## config.mk

```make
export PLATFORM = sky130hd
export DESIGN_NAME = lap_stopwatch
export DESIGN_NICKNAME = d
export VERILOG_FILES = /design/src/rtl/core/lsw_pkg.sv /design/src/rtl/core/lsw_ctrl.sv /design/src/rtl/core/lsw_fmt.sv /design/src/rtl/core/lap_stopwatch.sv
export SDC_FILE = /design/constraint.sdc
export NUM_CORES = 2
export LEC_CHECK = 0
export BUFFER_PORTS_ARGS = -buffer_cell sky130_fd_sc_hd__buf_2
export CORE_UTILIZATION = 41
export CTS_CLUSTER_DIAMETER = 200
export DETAILED_ROUTE_END_ITERATION = 10
export PLACE_DENSITY_LB_ADDON = 0.05
export SKIP_CTS_REPAIR_TIMING = 1
export SLEW_MARGIN = 20
export SYNTH_ARGS = -nofsm -noshare
export SYNTH_HDL_FRONTEND = slang
export SYNTH_SLANG_ARGS = --single-unit
```

## constraint.sdc

```tcl
create_clock -name clk -period 8.4 [get_ports clk]
set_clock_uncertainty 0.05 [all_clocks]
set_input_delay 0 -clock clk [delete_from_list [all_inputs] [get_ports clk]]
set_output_delay 0 -clock clk [all_outputs]
set_load 0.05 [all_outputs]
```

## src/rtl/core/lsw_pkg.sv

```systemverilog
`timescale 1ns / 1ps
// ----------------------------------------------------------------------------
// lsw_pkg - shared types and constants of the lap stopwatch
// command codes, mode codes, status bundle and reciprocal constants used by
// the control stage and the time formatting pipeline
// ----------------------------------------------------------------------------
package lsw_pkg;

	localparam logic [2:0] OP_START   = 3'd0;
	localparam logic [2:0] OP_RESET   = 3'd1;
	localparam logic [2:0] OP_TOGGLE  = 3'd2;
	localparam logic [2:0] OP_REFRESH = 3'd3;
	localparam logic [2:0] OP_LAP     = 3'd4;
	localparam logic [2:0] OP_READ    = 3'd5;
	localparam logic [2:0] OP_FORMAT  = 3'd6;

	localparam logic [1:0] MODE_IDLE  = 2'd0;
	localparam logic [1:0] MODE_RUN   = 2'd1;
	localparam logic [1:0] MODE_PAUSE = 2'd2;

	// floor(x/1000) = ((x >> 3) * RECIP_125) >> 36, exact for 32-bit x
	localparam logic [29:0] RECIP_125 = 30'd549755814;
	// floor(q/60) = ((q >> 2) * RECIP_15) >> 25, exact for 23-bit q
	localparam logic [21:0] RECIP_15  = 22'd2236963;
	// floor(r/10) = (r * RECIP_10) >> 11, exact for r below 1000
	localparam logic [7:0]  RECIP_10  = 8'd205;
	localparam logic [7:0]  MIN_SAT   = 8'd255;

	typedef struct packed {
		logic [1:0]  mode;
		logic [31:0] elapsed;
		logic [3:0]  lap_count;
		logic        lap_valid;
	} stat_t;

endpackage

```

## src/rtl/core/lsw_ctrl.sv

```systemverilog
`timescale 1ns / 1ps
// ----------------------------------------------------------------------------
// lsw_ctrl - stopwatch state and lap memory
// applies one command per transfer, keeps laps in a circular buffer and
// registers the status and selected time for the formatting pipeline
// ----------------------------------------------------------------------------
module lsw_ctrl #(
	parameter int LAP_DEPTH = 8
) (
	input  logic                 clk,
	input  logic                 arst_n,
	input  logic                 adv,
	input  logic [2:0]           op,
	input  logic [31:0]          now,
	input  logic [2:0]           lap_index,
	input  logic [31:0]          time_value,
	output lsw_pkg::stat_t       stat_s2,
	output logic [31:0]          shown_s2
);

	localparam int AW = (LAP_DEPTH > 1) ? $clog2(LAP_DEPTH) : 1;
	localparam int CW = $clog2(LAP_DEPTH + 1);
	localparam int SW = AW + 4;
	localparam logic [SW-1:0] DEPTH_S = SW'(LAP_DEPTH);
	localparam logic [CW-1:0] DEPTH_C = CW'(LAP_DEPTH);
	localparam logic [AW-1:0] LAST_A  = AW'(LAP_DEPTH - 1);

	logic [1:0]    mode_q, mode_nxt;
	logic [31:0]   start_q, start_nxt;
	logic [31:0]   held_q, held_nxt;
	logic [CW-1:0] count_q, count_nxt;
	logic [AW-1:0] head_q, head_nxt;

	logic [31:0]   mem [LAP_DEPTH];
	logic [31:0]   rd_s2;
	logic [31:0]   tv_s2;
	logic [2:0]    op_s2;

	logic [31:0]   diff;
	logic          full;
	logic          lap_ok;
	logic [SW-1:0] sum_rd, sum_wr, wrap_rd, wrap_wr;
	logic [AW-1:0] rd_addr, wr_addr;
	logic [31:0]   cnt_ext;

	assign diff = now - start_q;
	assign full = (count_q == DEPTH_C);
	assign lap_ok = (8'(lap_index) < 8'(count_q));

	// circular buffer addressing, oldest lap sits at head
	assign sum_rd  = SW'(head_q) + SW'(lap_index);
	assign sum_wr  = SW'(head_q) + SW'(count_q);
	assign wrap_rd = (sum_rd >= DEPTH_S) ? (sum_rd - DEPTH_S) : sum_rd;
	assign wrap_wr = (sum_wr >= DEPTH_S) ? (sum_wr - DEPTH_S) : sum_wr;
	assign rd_addr = lap_ok ? wrap_rd[AW-1:0] : '0;
	assign wr_addr = full ? head_q : wrap_wr[AW-1:0];

	always_comb begin
		mode_nxt  = mode_q;
		start_nxt = start_q;
		held_nxt  = held_q;
		count_nxt = count_q;
		head_nxt  = head_q;
		case (op)
			lsw_pkg::OP_START: begin
				mode_nxt  = lsw_pkg::MODE_RUN;
				held_nxt  = '0;
				start_nxt = now;
			end
			lsw_pkg::OP_RESET: begin
				mode_nxt  = lsw_pkg::MODE_IDLE;
				held_nxt  = '0;
				count_nxt = '0;
				head_nxt  = '0;
			end
			lsw_pkg::OP_TOGGLE: begin
				if (mode_q == lsw_pkg::MODE_RUN) begin
					held_nxt = diff;
					mode_nxt = lsw_pkg::MODE_PAUSE;
				end else if (mode_q == lsw_pkg::MODE_PAUSE) begin
					start_nxt = now - held_q;
					mode_nxt  = lsw_pkg::MODE_RUN;
				end
			end
			lsw_pkg::OP_REFRESH: begin
				if (mode_q == lsw_pkg::MODE_RUN) begin
					held_nxt = diff;
				end
			end
			lsw_pkg::OP_LAP: begin
				if (mode_q == lsw_pkg::MODE_RUN) begin
					held_nxt = diff;
				end
				if (full) begin
					// drop the oldest lap by moving the head
					head_nxt = (head_q == LAST_A) ? '0 : head_q + AW'(1);
				end else begin
					count_nxt = count_q + CW'(1);
				end
			end
			default: begin
			end
		endcase
	end

	always_ff @(posedge clk or negedge arst_n) begin
		if (!arst_n) begin
			mode_q  <= lsw_pkg::MODE_IDLE;
			start_q <= '0;
			held_q  <= '0;
			count_q <= '0;
			head_q  <= '0;
		end else if (adv) begin
			mode_q  <= mode_nxt;
			start_q <= start_nxt;
			held_q  <= held_nxt;
			count_q <= count_nxt;
			head_q  <= head_nxt;
		end
	end

	always_ff @(posedge clk) begin
		if (adv && (op == lsw_pkg::OP_LAP)) begin
			mem[wr_addr] <= held_nxt;
		end
	end

	assign cnt_ext = 32'(count_nxt);

	always_ff @(posedge clk) begin
		if (adv) begin
			rd_s2             <= mem[rd_addr];
			op_s2             <= op;
			tv_s2             <= time_value;
			stat_s2.mode      <= mode_nxt;
			stat_s2.elapsed   <= held_nxt;
			stat_s2.lap_count <= cnt_ext[3:0];
			stat_s2.lap_valid <= (op == lsw_pkg::OP_READ) && lap_ok;
		end
	end

	always_comb begin
		if (op_s2 == lsw_pkg::OP_READ) begin
			shown_s2 = stat_s2.lap_valid ? rd_s2 : '0;
		end else if (op_s2 == lsw_pkg::OP_FORMAT) begin
			shown_s2 = tv_s2;
		end else begin
			shown_s2 = stat_s2.elapsed;
		end
	end

	// the head only moves once the store has filled
	a_head_idle: assert property (@(posedge clk) disable iff (!arst_n)
		(count_q != DEPTH_C) |-> (head_q == '0))
		else $error("lap head moved before store filled");

	a_count_max: assert property (@(posedge clk) disable iff (!arst_n)
		(count_q <= DEPTH_C) && (head_q <= LAST_A))
		else $error("lap count or head out of range");

	a_reset_cmd: assert property (@(posedge clk) disable iff (!arst_n)
		(adv && (op == lsw_pkg::OP_RESET)) |=> (count_q == '0) && (mode_q == lsw_pkg::MODE_IDLE))
		else $error("reset command did not clear laps");

endmodule

```

## src/rtl/core/lsw_fmt.sv

```systemverilog
`timescale 1ns / 1ps
// ----------------------------------------------------------------------------
// lsw_fmt - minutes, seconds and hundredths split
// three stage pipeline of reciprocal multiplies with per stage flow control
// ----------------------------------------------------------------------------
module lsw_fmt (
	input  logic           clk,
	input  logic           arst_n,
	input  logic           in_valid,
	output logic           in_ready,
	input  lsw_pkg::stat_t stat_in,
	input  logic [31:0]    shown_in,
	output logic           out_valid,
	input  logic           out_ready,
	output lsw_pkg::stat_t stat_out,
	output logic [31:0]    shown_out,
	output logic [7:0]     minutes,
	output logic [5:0]     seconds,
	output logic [6:0]     hundredths
);

	logic v_s3, v_s4, v_s5;
	logic r_s3, r_s4, r_s5;

	lsw_pkg::stat_t stat_s3, stat_s4, stat_s5;
	logic [31:0]    shown_s3, shown_s4, shown_s5;
	logic [22:0]    q_s3, q_s4;
	logic [16:0]    qm_s4;
	logic [9:0]     rem_s4;
	logic [7:0]     min_s5;
	logic [5:0]     sec_s5;
	logic [6:0]     hun_s5;

	logic [58:0]    p_1000;
	logic [42:0]    p_60;
	logic [31:0]    rem_full;
	logic [22:0]    sec_full;
	logic [18:0]    p_10;

	assign r_s5 = !v_s5 || out_ready;
	assign r_s4 = !v_s4 || r_s5;
	assign r_s3 = !v_s3 || r_s4;
	assign in_ready = r_s3;

	always_ff @(posedge clk or negedge arst_n) begin
		if (!arst_n) begin
			v_s3 <= 1'b0;
			v_s4 <= 1'b0;
			v_s5 <= 1'b0;
		end else begin
			if (r_s3) v_s3 <= in_valid;
			if (r_s4) v_s4 <= v_s3;
			if (r_s5) v_s5 <= v_s4;
		end
	end

	// whole seconds
	assign p_1000 = 59'(shown_in[31:3]) * 59'(lsw_pkg::RECIP_125);

	always_ff @(posedge clk) begin
		if (in_valid && r_s3) begin
			stat_s3  <= stat_in;
			shown_s3 <= shown_in;
			q_s3     <= p_1000[58:36];
		end
	end

	// whole minutes and millisecond remainder
	assign p_60     = 43'(q_s3[22:2]) * 43'(lsw_pkg::RECIP_15);
	assign rem_full = shown_s3 - (32'(q_s3) * 32'd1000);

	always_ff @(posedge clk) begin
		if (v_s3 && r_s4) begin
			stat_s4  <= stat_s3;
			shown_s4 <= shown_s3;
			q_s4     <= q_s3;
			qm_s4    <= p_60[41:25];
			rem_s4   <= rem_full[9:0];
		end
	end

	assign sec_full = q_s4 - (23'(qm_s4) * 23'd60);
	assign p_10     = 19'(rem_s4) * 19'(lsw_pkg::RECIP_10);

	always_ff @(posedge clk) begin
		if (v_s4 && r_s5) begin
			stat_s5  <= stat_s4;
			shown_s5 <= shown_s4;
			min_s5   <= (qm_s4 > 17'(lsw_pkg::MIN_SAT)) ? lsw_pkg::MIN_SAT : qm_s4[7:0];
			sec_s5   <= sec_full[5:0];
			hun_s5   <= p_10[17:11];
		end
	end

	assign out_valid  = v_s5;
	assign stat_out   = stat_s5;
	assign shown_out  = shown_s5;
	assign minutes    = min_s5;
	assign seconds    = sec_s5;
	assign hundredths = hun_s5;

	a_digits: assert property (@(posedge clk) disable iff (!arst_n)
		v_s5 |-> (sec_s5 < 6'd60) && (hun_s5 < 7'd100))
		else $error("formatted digits out of range");

	a_rem: assert property (@(posedge clk) disable iff (!arst_n)
		v_s4 |-> (rem_s4 < 10'd1000))
		else $error("millisecond remainder out of range");

	a_hold: assert property (@(posedge clk) disable iff (!arst_n)
		(v_s5 && !out_ready) |=> v_s5 && $stable(shown_s5))
		else $error("stalled result changed");

endmodule

```

## src/rtl/core/lap_stopwatch.sv

```systemverilog
`timescale 1ns / 1ps
// ----------------------------------------------------------------------------
// lap_stopwatch - millisecond stopwatch with lap memory
// runs commands against a free-running tick, keeps the newest laps and
// splits the shown time into minutes, seconds and hundredths
// ----------------------------------------------------------------------------
//
// channel  direction  handshake               payload
// in       sink       in_valid / in_ready     op, now, lap_index, time_value
// out      source     out_valid / out_ready   mode, elapsed, lap_count, lap_valid,
//                                              shown_time, minutes, seconds, hundredths
//
// one transfer in per cycle while the output is not stalled; a result passes
// through the input register, the command stage with lap memory read and three
// reciprocal multiply stages, the last one being the output register
// reset clears mode, held time, start stamp and lap count; lap memory is not
// cleared, reads beyond the lap count return zero
// every stage advances on its own, so a stalled result keeps upstream stages
// filling until the pipeline is full
//
module lap_stopwatch #(
	parameter int LAP_DEPTH = 8
) (
	input  logic        clk,
	input  logic        arst_n,
	input  logic        in_valid,
	output logic        in_ready,
	input  logic [2:0]  op,
	input  logic [31:0] now,
	input  logic [2:0]  lap_index,
	input  logic [31:0] time_value,
	output logic        out_valid,
	input  logic        out_ready,
	output logic [1:0]  mode,
	output logic [31:0] elapsed,
	output logic [3:0]  lap_count,
	output logic        lap_valid,
	output logic [31:0] shown_time,
	output logic [7:0]  minutes,
	output logic [5:0]  seconds,
	output logic [6:0]  hundredths
);

	// input register
	logic        v_s1;
	logic [2:0]  op_s1;
	logic [31:0] now_s1;
	logic [2:0]  idx_s1;
	logic [31:0] tv_s1;

	// command stage output
	logic           v_s2;
	logic           adv_s1;
	logic           fmt_ready;
	lsw_pkg::stat_t stat_s2;
	logic [31:0]    shown_s2;
	lsw_pkg::stat_t stat_res;

	// the command stage moves when the stage after it can take it
	assign adv_s1   = v_s1 && (!v_s2 || fmt_ready);
	assign in_ready = !v_s1 || adv_s1;

	always_ff @(posedge clk or negedge arst_n) begin
		if (!arst_n) begin
			v_s1 <= 1'b0;
			v_s2 <= 1'b0;
		end else begin
			if (in_ready) v_s1 <= in_valid;
			if (adv_s1) begin
				v_s2 <= 1'b1;
			end else if (fmt_ready) begin
				v_s2 <= 1'b0;
			end
		end
	end

	always_ff @(posedge clk) begin
		if (in_valid && in_ready) begin
			op_s1  <= op;
			now_s1 <= now;
			idx_s1 <= lap_index;
			tv_s1  <= time_value;
		end
	end

	// state update, lap store and shown time selection
	lsw_ctrl #(
		.LAP_DEPTH(LAP_DEPTH)
	) u_ctrl (
		.clk       (clk),
		.arst_n    (arst_n),
		.adv       (adv_s1),
		.op        (op_s1),
		.now       (now_s1),
		.lap_index (idx_s1),
		.time_value(tv_s1),
		.stat_s2   (stat_s2),
		.shown_s2  (shown_s2)
	);

	// split into minutes, seconds and hundredths
	lsw_fmt u_fmt (
		.clk       (clk),
		.arst_n    (arst_n),
		.in_valid  (v_s2),
		.in_ready  (fmt_ready),
		.stat_in   (stat_s2),
		.shown_in  (shown_s2),
		.out_valid (out_valid),
		.out_ready (out_ready),
		.stat_out  (stat_res),
		.shown_out (shown_time),
		.minutes   (minutes),
		.seconds   (seconds),
		.hundredths(hundredths)
	);

	assign mode      = stat_res.mode;
	assign elapsed   = stat_res.elapsed;
	assign lap_count = stat_res.lap_count;
	assign lap_valid = stat_res.lap_valid;

endmodule

```

==> run_results.csv <==
group,metric,value,unit
sta,timing.final.crit_share,0.965,
place,place_area,54600,um2
layout,syn_to_final_growth,16.4,%
clocking,clk_pin_slew,60,ps
global_routing,grt_overflow,0,
setup_path,worstReg2RegStart,"u_ctrl.op_s2[1]",
clocking,clk_path_buf_depth,3,
global_routing,grt_pass1_vias,32513,
place,place_congestion,0.888,
logic_synthesis,yosysTopAreaCell,"edfxtp_1",
sta,rsz0062_at_grt,"no",
logic_synthesis,synth_commonest_cells,"inv_1 (741), edfxtp_1 (719), ha_1 (671), fa_1 (350), nand2_1 (347)",
logic_synthesis,postSynthCellCount,4277,
global_routing,grt_use_total,0.217,
setup_path,cp-start-kind,"flip-flop",
global_routing,grt_max_degree,83,
clocking,clock_sinks,797,
sta,hold_violations,0,
setup_path,endpoint_kind,"flip-flop",
setup_path,cp_max_fo,32,
sta,period_needed,8100,ps
layout,final_cells,6428,
sta,relSlewSlack,0.329,
logic_synthesis,syn-mean-instance-area,11.9,um2
setup_path,crit_start,"u_ctrl.op_s2[1]",
logic_synthesis,synth_top_area_frac,0.423,
sta,setup_ws,296,ps
die,die_w,355,um
routing,vias,32111,
run_status,status,"complete, no violations",
routing,drtPass1Iterations,8,
layout,nets,5809,
setup_path,crit_required,8760,ps
die,rows,129,
layout,final_core_util,0.481,
clocking,cts_buffers,92,
logic_synthesis,yosysWarnings,0,
logic_synthesis,ys_ff_latch,797,
min_path,hp-start,"time_value[6]",
setup_path,timing.rr.end,"u_fmt.q_s3[16]",
die,dieHeight,355,um
global_routing,grt_first_pass_wirelength,204,mm
logic_synthesis,ys_seq_area_frac,0.461,
setup_path,r2r_cells,26,
layout,stdcell_area,59400,um2
routing,postRouteAntennaNets,0,
logic_synthesis,synth_flop_cell,"edfxtp_1",
logic_synthesis,synth_edf_count,719,
sta,tightestPinTransition,1010,ps
routing,drt_iter0_markers,2090,
setup_path,cp-endpoint,"u_fmt.q_s3[16]",
setup_path,ff2ff_setup_slack,300,ps
place,hpwlAfterDp,102,mm
setup_path,worstSetupPathType,"reg -> reg",
die,coreArea,124000,um2
sta,maxSlewViolCount,0,
routing,finalWirelength,135,mm
place,dp_cells,6094,
logic_synthesis,synthTopCellsByArea,"edfxtp_1 (42%), ha_1 (16%), fa_1 (14%)",
die,io_pins,168,
logic_synthesis,post-synth-top-count-cell,"inv_1",
sta,setup_viol,0,
logic_synthesis,post_synth_num_cell_types,72,
clocking,cts_tree,"done",
die,initial_utilization,0.413,
place,io_buffers,167,
setup_path,critPathMaxStageDelay,610,ps
setup_path,worstPathArrival,8470,ps
global_routing,antenna_found_initial,3,
routing,viasPerCell,5.00,
logic_synthesis,syn_area,51100,um2
routing,drc,0,
layout,fillers,11307,
logic_synthesis,syn_nets,5372,
logic_synthesis,async_reset_ff_frac,0.0979,
layout,drive_above_1_share,0.107,
flow_run,cap_viol_max_count,0,
clocking,insertion_delay,720,ps
setup_path,cpMaxStageDelayCell,"a222oi_1",
clocking,cts-root-buf,"clkbuf_16",
place,post-place-ws,-308,ps
die,die_area,126000,um2
sta,max_freq,123,MHz
setup_path,cpMostUsedCell,"fa_1",
routing,wl_per_cell,21.0,um
min_path,hp-class,"in -> reg",
clocking,htreeDepth,3,
[final cells by class]
type,count,area [um2],area share
clock inverter,64,761,0.0128
clock buffer,106,2420,0.0407
antenna,1,2.50,0.0000421
inverter,743,2810,0.0472
sequential,797,23500,0.396
tap,1637,2050,0.0345
multi-input combinational,2637,24500,0.413
timing repair buffer,443,3320,0.0559
[worst max-delay path, delay by kind of cell, from the launching register on]
family	cells	cell delay [ps]
fa+ha+maj	9	3730
flops	1	430
simple gates	4	780
buf+inv	6	890
xor+xnor	1	90
compound gates	6	1820
[sequential cells by signal (all words and copies together) (netlist names), 6 cells and up]
signal            count
u_fmt.shown_out      32
u_fmt.minutes         8
u_fmt.shown_s3       32
u_fmt.q_s3           23
u_fmt.stat_s4        39
u_ctrl.rd_s2         32
u_ctrl.start_q       32
u_fmt.q_s4            6
u_fmt.qm_s4          17
u_ctrl.tv_s2         32
u_fmt.stat_out       39
u_fmt.shown_s4       29
u_fmt.hundredths      7
u_fmt.seconds         6
u_ctrl.stat_s2       39
u_fmt.stat_s3        39
now_s1               32
u_fmt.rem_s4         10
u_ctrl.held_q        32
u_ctrl.mem          256
tv_s1                32
[per-stage QoR]
stage	setup TNS [ps]	hold WS [ps]
3_3_place_gp	-127	-35.2
5_1_grt	0	40.8
3_5_place_dp	-1200	-26.4
2_1_floorplan	0	-346
4_1_cts	-2040	-828
6_report	0	75.8
[how the worst min path moves through the flow]
stage | endpoint | slack, ps | cells past startpoint
after detailed placement | u_ctrl.start_q[27] | -30 | 1
after global routing | tv_s1[1] | 40 | 2
after CTS | u_ctrl.start_q[27] | -830 | 1
after global placement | u_ctrl.start_q[27] | -40 | 1
final | tv_s1[6] | 80 | 2
after floorplan | u_ctrl.count_q[0] | -350 | 0
[kinds of logic after synthesis]
group / after synthesis / share of synthesized area
fa+ha+maj: 1021 / 0.302
compound gates: 587 / 0.0748
buf+inv: 843 / 0.0620
flops: 797 / 0.461
xor+xnor: 123 / 0.0211
mux: 5 / 0.00105
simple gates: 901 / 0.0783
[per-layer routing]
| metal | vias up | track usage | share of wire |
|---|---|---|---|
| met1 | 15900 | 0.304 | 0.47 |
| met4 | 0 | 0.0466 | 0.016 |
| met5 | - | 0 | 0 |
| li1 | 15549 | - | - |
| met3 | 118 | 0.0254 | 0.037 |
| met2 | 544 | 0.364 | 0.48 |
[layout by cell type (no fill, tap or decap), types with 9 or more instances in the layout]
master,count
clkinvlp_4,14
buf_4,131
dfrtp_1,78
a222oi_1,24
ha_1,670
o211ai_1,12
a211oi_1,16
clkbuf_1,10
o21ai_1,15
xor2_1,39
fa_1,350
edfxtp_1,719
clkbuf_16,94
dlygate4sd3_1,142
a21o_1,66
buf_2,166
a31oi_1,22
nand4_1,13
clkinv_1,13
nand3_1,172
inv_1,729
bufinv_16,12
and3_1,11
o21a_1,27
nor2b_1,20
a22oi_1,14
nor3_1,28
clkinv_2,19
xnor2_1,81
nand2_1,339
o21ai_0,159
nor2_1,216
a21oi_1,126
and2_1,12
inv_2,9
a22o_1,32
nand2b_1,30
Power is not shown: default switching activity piles up to over one toggle a cycle in this logic, so the estimate is an artifact.
